## src/rtl/tfp_pkg.sv

```systemverilog
// tactile frame parser package: result type, config type, codes and constants
`default_nettype none
package tfp_pkg;

  localparam logic [7:0] HDR_BYTES = 8'd7;
  localparam logic [7:0] MIN_FRAME_LEN = HDR_BYTES + 8'd1;

  localparam logic [1:0] ST_OK        = 2'd0;
  localparam logic [1:0] ST_BAD_END   = 2'd1;
  localparam logic [1:0] ST_BAD_SENS  = 2'd2;
  localparam logic [1:0] ST_TOO_SHORT = 2'd3;

  localparam logic KIND_TAXEL = 1'b0;
  localparam logic KIND_EOF   = 1'b1;

  localparam logic [7:0] CFG_START       = 8'd0;
  localparam logic [7:0] CFG_END         = 8'd1;
  localparam logic [7:0] CFG_SENSOR_LOW  = 8'd2;
  localparam logic [7:0] CFG_SENSOR_HIGH = 8'd3;

  typedef struct packed {
    logic [7:0] start_value;
    logic [7:0] end_value;
    logic [7:0] sensor_low;
    logic [7:0] sensor_high;
  } tfp_cfg_t;

  typedef struct packed {
    logic        kind;
    logic [15:0] taxel_value;
    logic [6:0]  taxel_index;
    logic [7:0]  sensor_id;
    logic [31:0] stamp;
    logic [1:0]  status;
    logic        last;
  } tfp_res_t;

endpackage
`default_nettype wire

```

## src/rtl/tfp_cfg.sv

```systemverilog
// tactile frame parser configuration registers
`default_nettype none
module tfp_cfg
  import tfp_pkg::*;
(
  input  wire logic       clk,
  input  wire logic       rst_n,
  input  wire logic       wr_en,
  input  wire logic [7:0] wr_index,
  input  wire logic [7:0] wr_data,
  output tfp_cfg_t        cfg
);

  tfp_cfg_t cfg_r;
  tfp_cfg_t cfg_nxt;

  always_comb begin
    cfg_nxt = cfg_r;
    if (wr_en) begin
      unique case (wr_index)
        CFG_START:       cfg_nxt.start_value = wr_data;
        CFG_END:         cfg_nxt.end_value   = wr_data;
        CFG_SENSOR_LOW:  cfg_nxt.sensor_low  = wr_data;
        CFG_SENSOR_HIGH: cfg_nxt.sensor_high = wr_data;
        default:         cfg_nxt = cfg_r;
      endcase
    end
  end

  always_ff @(posedge clk) begin
    if (!rst_n) begin
      cfg_r.start_value <= 8'd1;
      cfg_r.end_value   <= 8'd10;
      cfg_r.sensor_low  <= 8'd0;
      cfg_r.sensor_high <= 8'd255;
    end else begin
      cfg_r <= cfg_nxt;
    end
  end

  assign cfg = cfg_r;

endmodule
`default_nettype wire

```

## src/rtl/tfp_core.sv

```systemverilog
// tactile frame parser state machine: header, payload pairing and frame check
`default_nettype none
module tfp_core
  import tfp_pkg::*;
(
  input  wire logic       clk,
  input  wire logic       rst_n,
  input  wire logic       beat,
  input  wire logic [7:0] rx_byte,
  input  wire tfp_cfg_t   cfg,
  output logic            res_valid,
  output tfp_res_t        res
);

  localparam logic [1:0] PH_HUNT = 2'd0;
  localparam logic [1:0] PH_HEAD = 2'd1;
  localparam logic [1:0] PH_DATA = 2'd2;

  logic [1:0]  phase_r,     phase_nxt;
  logic [7:0]  position_r,  position_nxt;
  logic [7:0]  frame_len_r, frame_len_nxt;
  logic [7:0]  sensor_r,    sensor_nxt;
  logic [31:0] stamp_r,     stamp_nxt;
  logic [7:0]  low_r,       low_nxt;
  logic [6:0]  words_r,     words_nxt;

  logic [7:0]  pos_inc;
  logic        frame_end;
  logic        sens_bad;

  assign pos_inc   = position_r + 8'd1;
  assign frame_end = ({1'b0, position_r} + 9'd1) >= {1'b0, frame_len_r};
  assign sens_bad  = (sensor_r < cfg.sensor_low) || (sensor_r > cfg.sensor_high);

  always_comb begin
    phase_nxt     = phase_r;
    position_nxt  = position_r;
    frame_len_nxt = frame_len_r;
    sensor_nxt    = sensor_r;
    stamp_nxt     = stamp_r;
    low_nxt       = low_r;
    words_nxt     = words_r;
    res_valid     = 1'b0;
    res           = '0;
    if (beat) begin
      unique case (phase_r)
        PH_HEAD: begin
          position_nxt = pos_inc;
          if (pos_inc >= HDR_BYTES) begin
            phase_nxt = PH_DATA;
          end
          if (position_r == 8'd1) begin
            frame_len_nxt = rx_byte;
            if (rx_byte < MIN_FRAME_LEN) begin
              res_valid    = 1'b1;
              res.kind     = KIND_EOF;
              res.status   = ST_TOO_SHORT;
              res.last     = 1'b1;
              phase_nxt    = PH_HUNT;
              position_nxt = 8'd0;
            end
          end else if (position_r == 8'd2) begin
            sensor_nxt = rx_byte;
          end else begin
            stamp_nxt = {stamp_r[23:0], rx_byte};
          end
        end
        PH_DATA: begin
          res.sensor_id   = sensor_r;
          res.stamp       = stamp_r;
          res.taxel_index = words_r;
          if (frame_end) begin
            res_valid    = 1'b1;
            res.kind     = KIND_EOF;
            res.last     = 1'b1;
            // terminator first, then sensor range
            if (rx_byte != cfg.end_value) begin
              res.status = ST_BAD_END;
            end else if (sens_bad) begin
              res.status = ST_BAD_SENS;
            end else begin
              res.status = ST_OK;
            end
            phase_nxt    = PH_HUNT;
            position_nxt = 8'd0;
          end else if (position_r[0]) begin
            // low byte of a taxel word
            low_nxt      = rx_byte;
            position_nxt = pos_inc;
          end else begin
            res_valid       = 1'b1;
            res.kind        = KIND_TAXEL;
            res.taxel_value = {rx_byte, low_r};
            words_nxt       = words_r + 7'd1;
            position_nxt    = pos_inc;
          end
        end
        default: begin
          phase_nxt = PH_HUNT;
          if (rx_byte == cfg.start_value) begin
            phase_nxt     = PH_HEAD;
            position_nxt  = 8'd1;
            frame_len_nxt = 8'd0;
            sensor_nxt    = 8'd0;
            stamp_nxt     = 32'd0;
            low_nxt       = 8'd0;
            words_nxt     = 7'd0;
          end
        end
      endcase
    end
  end

  always_ff @(posedge clk) begin
    if (!rst_n) begin
      phase_r     <= PH_HUNT;
      position_r  <= 8'd0;
      frame_len_r <= 8'd0;
      sensor_r    <= 8'd0;
      stamp_r     <= 32'd0;
      low_r       <= 8'd0;
      words_r     <= 7'd0;
    end else begin
      phase_r     <= phase_nxt;
      position_r  <= position_nxt;
      frame_len_r <= frame_len_nxt;
      sensor_r    <= sensor_nxt;
      stamp_r     <= stamp_nxt;
      low_r       <= low_nxt;
      words_r     <= words_nxt;
    end
  end

endmodule
`default_nettype wire

```

## src/rtl/tfp_obuf.sv

```systemverilog
// tactile frame parser result register with skid stage
`default_nettype none
module tfp_obuf
  import tfp_pkg::*;
(
  input  wire logic     clk,
  input  wire logic     rst_n,
  input  wire logic     push,
  input  wire tfp_res_t push_res,
  input  wire logic     out_stall,
  output logic          out_valid,
  output tfp_res_t      out_res,
  output logic          full
);

  logic     out_v_r,  out_v_nxt;
  logic     skid_v_r, skid_v_nxt;
  tfp_res_t out_r,    out_nxt;
  tfp_res_t skid_r,   skid_nxt;
  logic     take;

  assign take = out_v_r && !out_stall;

  always_comb begin
    out_v_nxt  = out_v_r;
    skid_v_nxt = skid_v_r;
    out_nxt    = out_r;
    skid_nxt   = skid_r;
    if (skid_v_r) begin
      if (take) begin
        out_nxt    = skid_r;
        skid_v_nxt = 1'b0;
      end
    end else if (push) begin
      if (!out_v_r || take) begin
        out_nxt   = push_res;
        out_v_nxt = 1'b1;
      end else begin
        skid_nxt   = push_res;
        skid_v_nxt = 1'b1;
      end
    end else if (take) begin
      out_v_nxt = 1'b0;
    end
  end

  always_ff @(posedge clk) begin
    if (!rst_n) begin
      out_v_r  <= 1'b0;
      skid_v_r <= 1'b0;
    end else begin
      out_v_r  <= out_v_nxt;
      skid_v_r <= skid_v_nxt;
    end
  end

  always_ff @(posedge clk) begin
    out_r  <= out_nxt;
    skid_r <= skid_nxt;
  end

  assign out_valid = out_v_r;
  assign out_res   = out_r;
  assign full      = skid_v_r;

endmodule
`default_nettype wire

```

## src/rtl/tactile_frame_parser.sv

```systemverilog
// tactile frame parser top level
// a result reaches out_* from the result register, or via the skid stage on a stall
// throughput: one byte per cycle while in_stall is low; the parse state updates on each accepted byte
// input stalls only while the skid stage behind the result register is full
// reset (rst_n low, synchronous): hunting for start, config back to defaults,
// result and skid stages empty
`default_nettype none
module tactile_frame_parser
  import tfp_pkg::*;
(
  input  wire logic        clk,
  input  wire logic        rst_n,
  input  wire logic        in_valid,
  output logic             in_stall,
  input  wire logic [7:0]  in_rx_byte,
  output logic             out_valid,
  input  wire logic        out_stall,
  output logic             out_kind,
  output logic [15:0]      out_taxel_value,
  output logic [6:0]       out_taxel_index,
  output logic [7:0]       out_sensor_id,
  output logic [31:0]      out_stamp,
  output logic [1:0]       out_status,
  output logic             out_last,
  input  wire logic        cfg_valid,
  output logic             cfg_ready,
  input  wire logic [7:0]  cfg_index,
  input  wire logic [7:0]  cfg_data
);

  tfp_cfg_t cfg;
  tfp_res_t core_res;
  tfp_res_t out_res;
  logic     core_valid;
  logic     obuf_full;
  logic     beat;

  assign cfg_ready = 1'b1;
  assign in_stall  = obuf_full;
  assign beat      = in_valid && !obuf_full;

  tfp_cfg u_cfg (
    .clk      (clk),
    .rst_n    (rst_n),
    .wr_en    (cfg_valid && cfg_ready),
    .wr_index (cfg_index),
    .wr_data  (cfg_data),
    .cfg      (cfg)
  );

  tfp_core u_core (
    .clk       (clk),
    .rst_n     (rst_n),
    .beat      (beat),
    .rx_byte   (in_rx_byte),
    .cfg       (cfg),
    .res_valid (core_valid),
    .res       (core_res)
  );

  tfp_obuf u_obuf (
    .clk       (clk),
    .rst_n     (rst_n),
    .push      (core_valid),
    .push_res  (core_res),
    .out_stall (out_stall),
    .out_valid (out_valid),
    .out_res   (out_res),
    .full      (obuf_full)
  );

  assign out_kind        = out_res.kind;
  assign out_taxel_value = out_res.taxel_value;
  assign out_taxel_index = out_res.taxel_index;
  assign out_sensor_id   = out_res.sensor_id;
  assign out_stamp       = out_res.stamp;
  assign out_status      = out_res.status;
  assign out_last        = out_res.last;

  a_skid_behind_out: assert property (@(posedge clk) disable iff (!rst_n)
    obuf_full |-> out_valid)
    else $error("skid stage holds a beat while result register is empty");

  a_kind_last: assert property (@(posedge clk) disable iff (!rst_n)
    out_valid |-> (out_kind == out_last))
    else $error("kind and last disagree");

  a_status_on_eof: assert property (@(posedge clk) disable iff (!rst_n)
    (out_valid && (out_status != ST_OK)) |-> (out_kind == KIND_EOF))
    else $error("error status on a taxel word");

  a_short_clean: assert property (@(posedge clk) disable iff (!rst_n)
    (out_valid && (out_status == ST_TOO_SHORT)) |->
      ((out_stamp == 32'd0) && (out_sensor_id == 8'd0) && (out_taxel_index == 7'd0)))
    else $error("too-short result carries header data");

  a_full_blocks_push: assert property (@(posedge clk) disable iff (!rst_n)
    obuf_full |-> !core_valid)
    else $error("result produced while skid stage is full");

endmodule
`default_nettype wire

```

## config.mk

```make
export PLATFORM = sky130hd
export DESIGN_NAME = tactile_frame_parser
export DESIGN_NICKNAME = d
export VERILOG_FILES = /design/src/rtl/tfp_pkg.sv /design/src/rtl/tfp_cfg.sv /design/src/rtl/tfp_core.sv /design/src/rtl/tfp_obuf.sv /design/src/rtl/tactile_frame_parser.sv
export SDC_FILE = /design/constraint.sdc
export NUM_CORES = 1
export LEC_CHECK = 0
export BUFFER_PORTS_ARGS = -buffer_cell sky130_fd_sc_hd__buf_2
export CAP_MARGIN = 0
export CORE_ASPECT_RATIO = 0.7
export CORE_MARGIN = 3
export CORE_UTILIZATION = 25
export CTS_CLUSTER_SIZE = 28
export DETAILED_ROUTE_END_ITERATION = 6
export GPL_TIMING_DRIVEN = 0
export PLACE_DENSITY = 0.49
export RECOVER_POWER = 25
export REMOVE_ABC_BUFFERS = 1
export SLEW_MARGIN = 5
export SYNTH_ARGS = -nofsm -noshare
export SYNTH_HDL_FRONTEND = slang
export SYNTH_SLANG_ARGS = --single-unit
```

## constraint.sdc

```tcl
create_clock -name clk -period 19.9 [get_ports clk]
set_clock_uncertainty 0.15 [all_clocks]
set_input_delay 3.98 -clock clk [delete_from_list [all_inputs] [get_ports clk]]
set_output_delay 3.98 -clock clk [all_outputs]
set_load 0.05 [all_outputs]
```

# Word-level counts from Yosys, hierarchy flattened
# Index checks and enable logic that the tools add are counted.
# totals
input_bits	29
reg_bits	241
wordCells	143
output_inout_bits	70
# op_classes
add_sub_neg	3
mux	57
n_eq_ne	19
bitwise_logic	4
order_cmp	5
n_reduce_logical	28
# ops
operator	count
$mux W67	5
$mux W32	3
$mux W8	10
$pmux W32 S2	1
$pmux W8 S2	4
$mux W63	1
$mux W16	2
$eq A8 B2 Y1 const B	3
$mux W7	3
$reduce_and A5 Y1	4
$eq A8 B1 Y1 const B	2
$mux W1	14
$pmux W7 S2	1
$mux W2	6
$reduce_and A2 Y1	6
$ne A2 B1 Y1 const B	5
$ne A2 B2 Y1 const B	5
$reduce_bool A2 Y1	5
$add A8 B1 Y9 const B	1
$ge A9 B8 Y1	1
$mux W3	3
$reduce_and A3 Y1	3
$add A8 B1 Y8 const B	1
$eq A8 B8 Y1	1
18 further kinds	26

# Longest topological paths before layout
# depth
ltp_word	10
depth_mapped	14
ltp_nobuf	11

# Modules after synthesis
# From an unflattened synthesis, not the netlist that was laid out.
# hier_totals
hier_cells	867
area_unflattened_um2	10981.8
# by_module_without_submodules
mod	area_each_um2	seq_area_each_um2	n_inst	cells_per_inst
tfp_obuf	5283.8	4063.9	1	222
tfp_core	4361.7	1461.4	1	516
tfp_cfg	1311.3	640.6	1	126
tactile_frame_parser	25.0	0.0	1	3

# Worst setup path after synthesis
# OpenSTA, ideal clock, no wires.
# synth_path
path_type	input -> register
start	input in_rx_byte[4]
end	register u_obuf.out_r (netlist bit u_obuf.out_res[0]) (enable)
n_path_buf	1
arrival_ns	9.663
setup_time_ns	0.591
slack_ns	9.496
path_stages	6
required_time_ns	19.159
cell_sequence	buf_6 > nor4_1 > nand2_1 > nor2_1 > o21ai_0 > a21boi_0
# synth_between
elab_chain_len	7
# synth_lines
element	line	rtl
start, declared	tactile_frame_parser.sv:15	input wire logic [7:0] in_rx_byte,
$lt A8 B4 Y1	tfp_core.sv:54	if (rx_byte < MIN_FRAME_LEN) begin
$mux W1	tfp_core.sv:54	
$mux W1	tfp_core.sv:52	if (position_r == 8'd1) begin
$pmux W1 S2	tfp_core.sv:46	unique case (phase_r)
$mux W1	tfp_core.sv:45	if (beat) begin
$reduce_bool A2 Y1 (no line)	n/a	
$reduce_and A3 Y1 (no line)	n/a	
end signal, assigned	tfp_obuf.sv:58	out_r <= out_nxt;
end, declared	tfp_obuf.sv:18	tfp_res_t out_r, out_nxt;
# Every way passes these cells.
# A chain may end at the register's enable or synchronous reset.

# Worst setup path in the final report
# layout_path
start	input in_valid
end	register u_core.words_r[5]
# layout_between
elab_chain_len	2
# layout_lines
element	line	rtl
start, declared	tactile_frame_parser.sv:13	input wire logic in_valid,
$logic_and A1 B1 Y1	tactile_frame_parser.sv:40	assign beat = in_valid && !obuf_full;
$reduce_and A5 Y1 (no line)	n/a	
end signal, assigned	tfp_core.sv:130	words_r <= words_nxt;
end, declared	tfp_core.sv:25	logic [6:0] words_r, words_nxt;
# Every way passes these cells.

==> results.ini <==
[floorplan]
core_ar_um2=40150
dieHeight_um=175.6
die_area_um2=43590
std_cell_rows=61
io-pin-count=99
starting_utilization_of_the_core_area_pct=25.58
die_width_um=248.3

[critical_path]
critical_path.n_buffers_inverters=1
path_depth=7
worst-r2r-cell-count=12
critical_path.reg2reg.startpoint=u_core.position_r[0]
setup.worst_path.class=input port to register
worst-endpoint-required_ps=20220
critical_path.reg2reg.endpoint=u_obuf.out_res[57]
cp_top_family=simple AND/OR/NAND/NOR gates
critical_path.max_fanout=50
critPathLaunch=in_valid
critical-path-slowest-cell=sky130_fd_sc_hd__nor2b_1
worst-endpoint-arrival_ps=8670
cpPeakStageDelay_ps=2670
critical_path.startpoint_type=input port
critical_path.cell_chain=clkbuf_1 > nor2b_1 > nand2_2 > a2111oi_4 > a22oi_2 > or4_1 > a21oi_1
endpoint_of_the_most_critical_setup_path=u_core.words_r[5]
timing.critical_path.to_type=register
ff2ff_setup_slack_ps=14490

[global_route]
grt_pass1_wl_mm=37.81
grt_pass1_vias=6412
grt.total_usage_pct=11.12
gr-usage-met1_pct=16.19
grt_start_max_net_pins=73
layer_with_the_highest_usage=met2
antenna_found_initial=2
gr-usage-met3_pct=2.671
groute.layer.met2.usage_pct=16.49
gr-total-overflow=0

[drt]
drt-total-wl_mm=24.84
final_antenna_net_count=0
drt-vias-per-instance=4.486
detail_route.first_pass.iterations=5
avgRoutedWirePerCell_um=16.86
drt-initial-drc-count=447
vias=6608
post-route-drc-count=0

[final_layout]
finalCoreUtilization_pct=30.21
nets=975
seqCellArea_um2=6110
area_growth_pct=18.08
drive_gt1_share_pct=13.34
filler_cell_count=4168
multi_input_comb_area_um2=3742

[worst_hold_path]
min_path_type=register to register
holdPathStages=2

[clocking]
postCtsResizedCells=0
clock_path_buffers=3
number_of_buffers_created_by_cts=27
worst_setup_hold_path_clk_slew_ps=60
cts.htree.levels=1
postCtsSetupRepairBufs=0
number_of_sinks_handled_by_clock_tree_synthesis=239
worstSkewPairLatency_ps=540
cts_root_buffer=sky130_fd_sc_hd__clkbuf_16
cts-hold-fix-buffers=0
tritoncts=yes

[placement]
port_buffers=97
gpl.final_weighted_congestion=0.7783
place.detailed.hpwl_mm=16.60

[sta]
final_min_period_over_clock_period_pct=41.98
fmax_mhz=119.7
final-max-slew-violation-count=51
fin_worst_hold_slack_ps=314.5
rsz0062_at_grt=false
period_needed_ps=8353
setup_total_negative_slack_ps=0
hold_viol_final=0
setup_violations=0
max_slew_margin_pct=-137.2
max_slew.worst_pin.slew_ps=3551

[pwr]
total_leakage_power_uw=0.004921
ir_drop_v=0.00004769
cellPowerDensity_nw_per_um2=83.75

[synthesis]
synth_enable_flop_cells=132
ys_dominant_reg_cell=sky130_fd_sc_hd__edfxtp_1
synthesis.area_per_instance_um2=12.18
synth.distinct_cells=64
synth.cells.most_frequent=132 x sky130_fd_sc_hd__edfxtp_1, 107 x sky130_fd_sc_hd__dfxtp_1, 56 x sky130_fd_sc_hd__a22o_1, 52 x sky130_fd_sc_hd__a21o_1
synth.most_common_cell=sky130_fd_sc_hd__edfxtp_1
warning_count_from_the_yosys_run=0
synth.area.top_cells=sky130_fd_sc_hd__edfxtp_1 39%, sky130_fd_sc_hd__dfxtp_1 21%, sky130_fd_sc_hd__a22o_1 4.8%
synth.cell_area_um2=10270
synth-async-reset-ratio_pct=0
synthDominantAreaCellType=sky130_fd_sc_hd__edfxtp_1
synth_top_area_share_pct=38.59
number_of_synthesized_register_bits=239
synth_sequential_area_ratio_pct=59.45
synth_cells=843

[run_status]
failed_checks=capacitance limit, slew limit
status=finished with violations

[flow_run]
drv_cap=1

## worst reg2reg max path, stage by stage (launching register included)
cell                       delay, ps
sky130_fd_sc_hd__dfxtp_1         740
sky130_fd_sc_hd__ha_1            440
sky130_fd_sc_hd__and3_1          310
sky130_fd_sc_hd__nand3_1         120
sky130_fd_sc_hd__xnor2_1         280
sky130_fd_sc_hd__ha_1            310
sky130_fd_sc_hd__and3_1          180
sky130_fd_sc_hd__a221oi_1        320
sky130_fd_sc_hd__o21a_2          320
sky130_fd_sc_hd__nand3_1         200
sky130_fd_sc_hd__nor3_1          780
sky130_fd_sc_hd__clkbuf_1        860
sky130_fd_sc_hd__a22o_1          270
## sequential cells by signal, indices dropped and copies added (netlist names)
name and flops:
u_core.frame_len_r 8, u_core.low_r 8, u_cfg.cfg 32, u_core.position_r 8, u_obuf.out_res 66, u_core.words_r 7, u_core.stamp_r 32, u_obuf.full 1
u_core.sensor_r 8, u_obuf.out_valid 1, u_core.phase_r 2, u_obuf.skid_r 66
## routing by layer
metal  routed length, µm  part of all wire [%]
met5                  13                 0.052
met4                 620                   2.5
met3                1192                   4.8
met2               10560                    43
met1               12460                    50
## cell type report
cell class,count,area share (%)
tap,535,5.519
inverter,35,1.083
clock inverter,16,1.011
timing repair buffer,107,5.127
antenna,1,0.02063
multi-input combinational,507,30.86
clock buffer,33,6.004
sequential,239,50.38
## per-stage QoR
stage / std cells / total power, µW / instance area, µm² / worst slack, ps
2_1_floorplan: 781 / 537.0 / 9963 / 9613
3_5_place_dp: 1422 / 551.3 / 11350 / 12860
4_1_cts: 1471 / 1033 / 12210 / 13410
6_report: 1473 / 1016 / 12130 / 11550
3_3_place_gp: 1413 / 550.9 / 11120 / 6030
5_1_grt: 1473 / 1055 / 12130 / 11000
## cells by family (layout without fill, tap and decap cells)
kind of cell / count (synthesis) / count (layout) / share of synthesized area (%)
flip-flops: 239 / 239 / 59.45
AND/OR/NAND/NOR: 214 / 214 / 11.97
AO/OA/AOI/OAI: 193 / 193 / 14.18
buffers and inverters: 97 / 191 / 4.276
multiplexers: 48 / 48 / 4.678
adder cells (fa/ha/maj): 29 / 29 / 3.533
XOR/XNOR: 22 / 22 / 1.876
other: 1 / 2 / 0.03651
## cells in the final DEF, fill, tap and decap left out, types with 34 or more instances in the layout
master	Yosys	layout
sky130_fd_sc_hd__nand2_1	49	49
sky130_fd_sc_hd__a21o_1	52	52
sky130_fd_sc_hd__and3_1	49	49
sky130_fd_sc_hd__buf_2	15	51
sky130_fd_sc_hd__edfxtp_1	132	132
sky130_fd_sc_hd__clkbuf_1	38	50
sky130_fd_sc_hd__mux2i_1	48	48
sky130_fd_sc_hd__dfxtp_1	107	106
sky130_fd_sc_hd__a22o_1	56	56
sky130_fd_sc_hd__inv_1	34	34
## how the worst min path moves through the flow
stage / start / endpoint / slack (ps)
4_1_cts: u_core.frame_len_r[4] / u_core.frame_len_r[4] / 320
6_report: u_core.frame_len_r[4] / u_core.frame_len_r[4] / 310
3_3_place_gp: u_core.frame_len_r[6] / u_core.frame_len_r[6] / 300
5_1_grt: u_core.frame_len_r[6] / u_core.frame_len_r[6] / 330
2_1_floorplan: u_core.frame_len_r[1] / u_core.frame_len_r[1] / 290
3_5_place_dp: u_core.frame_len_r[4] / u_core.frame_len_r[4] / 310
## power by group
group | total, µW | switching, µW | internal [µW] | leakage, µW
combinational | 24.1 | 17.3 | 6.78 | 0.00255
clock | 475 | 201 | 274 | 0.000407
sequential | 516 | 0.607 | 516 | 0.00196
No activity file was read; power rests on OpenSTA's default activity.
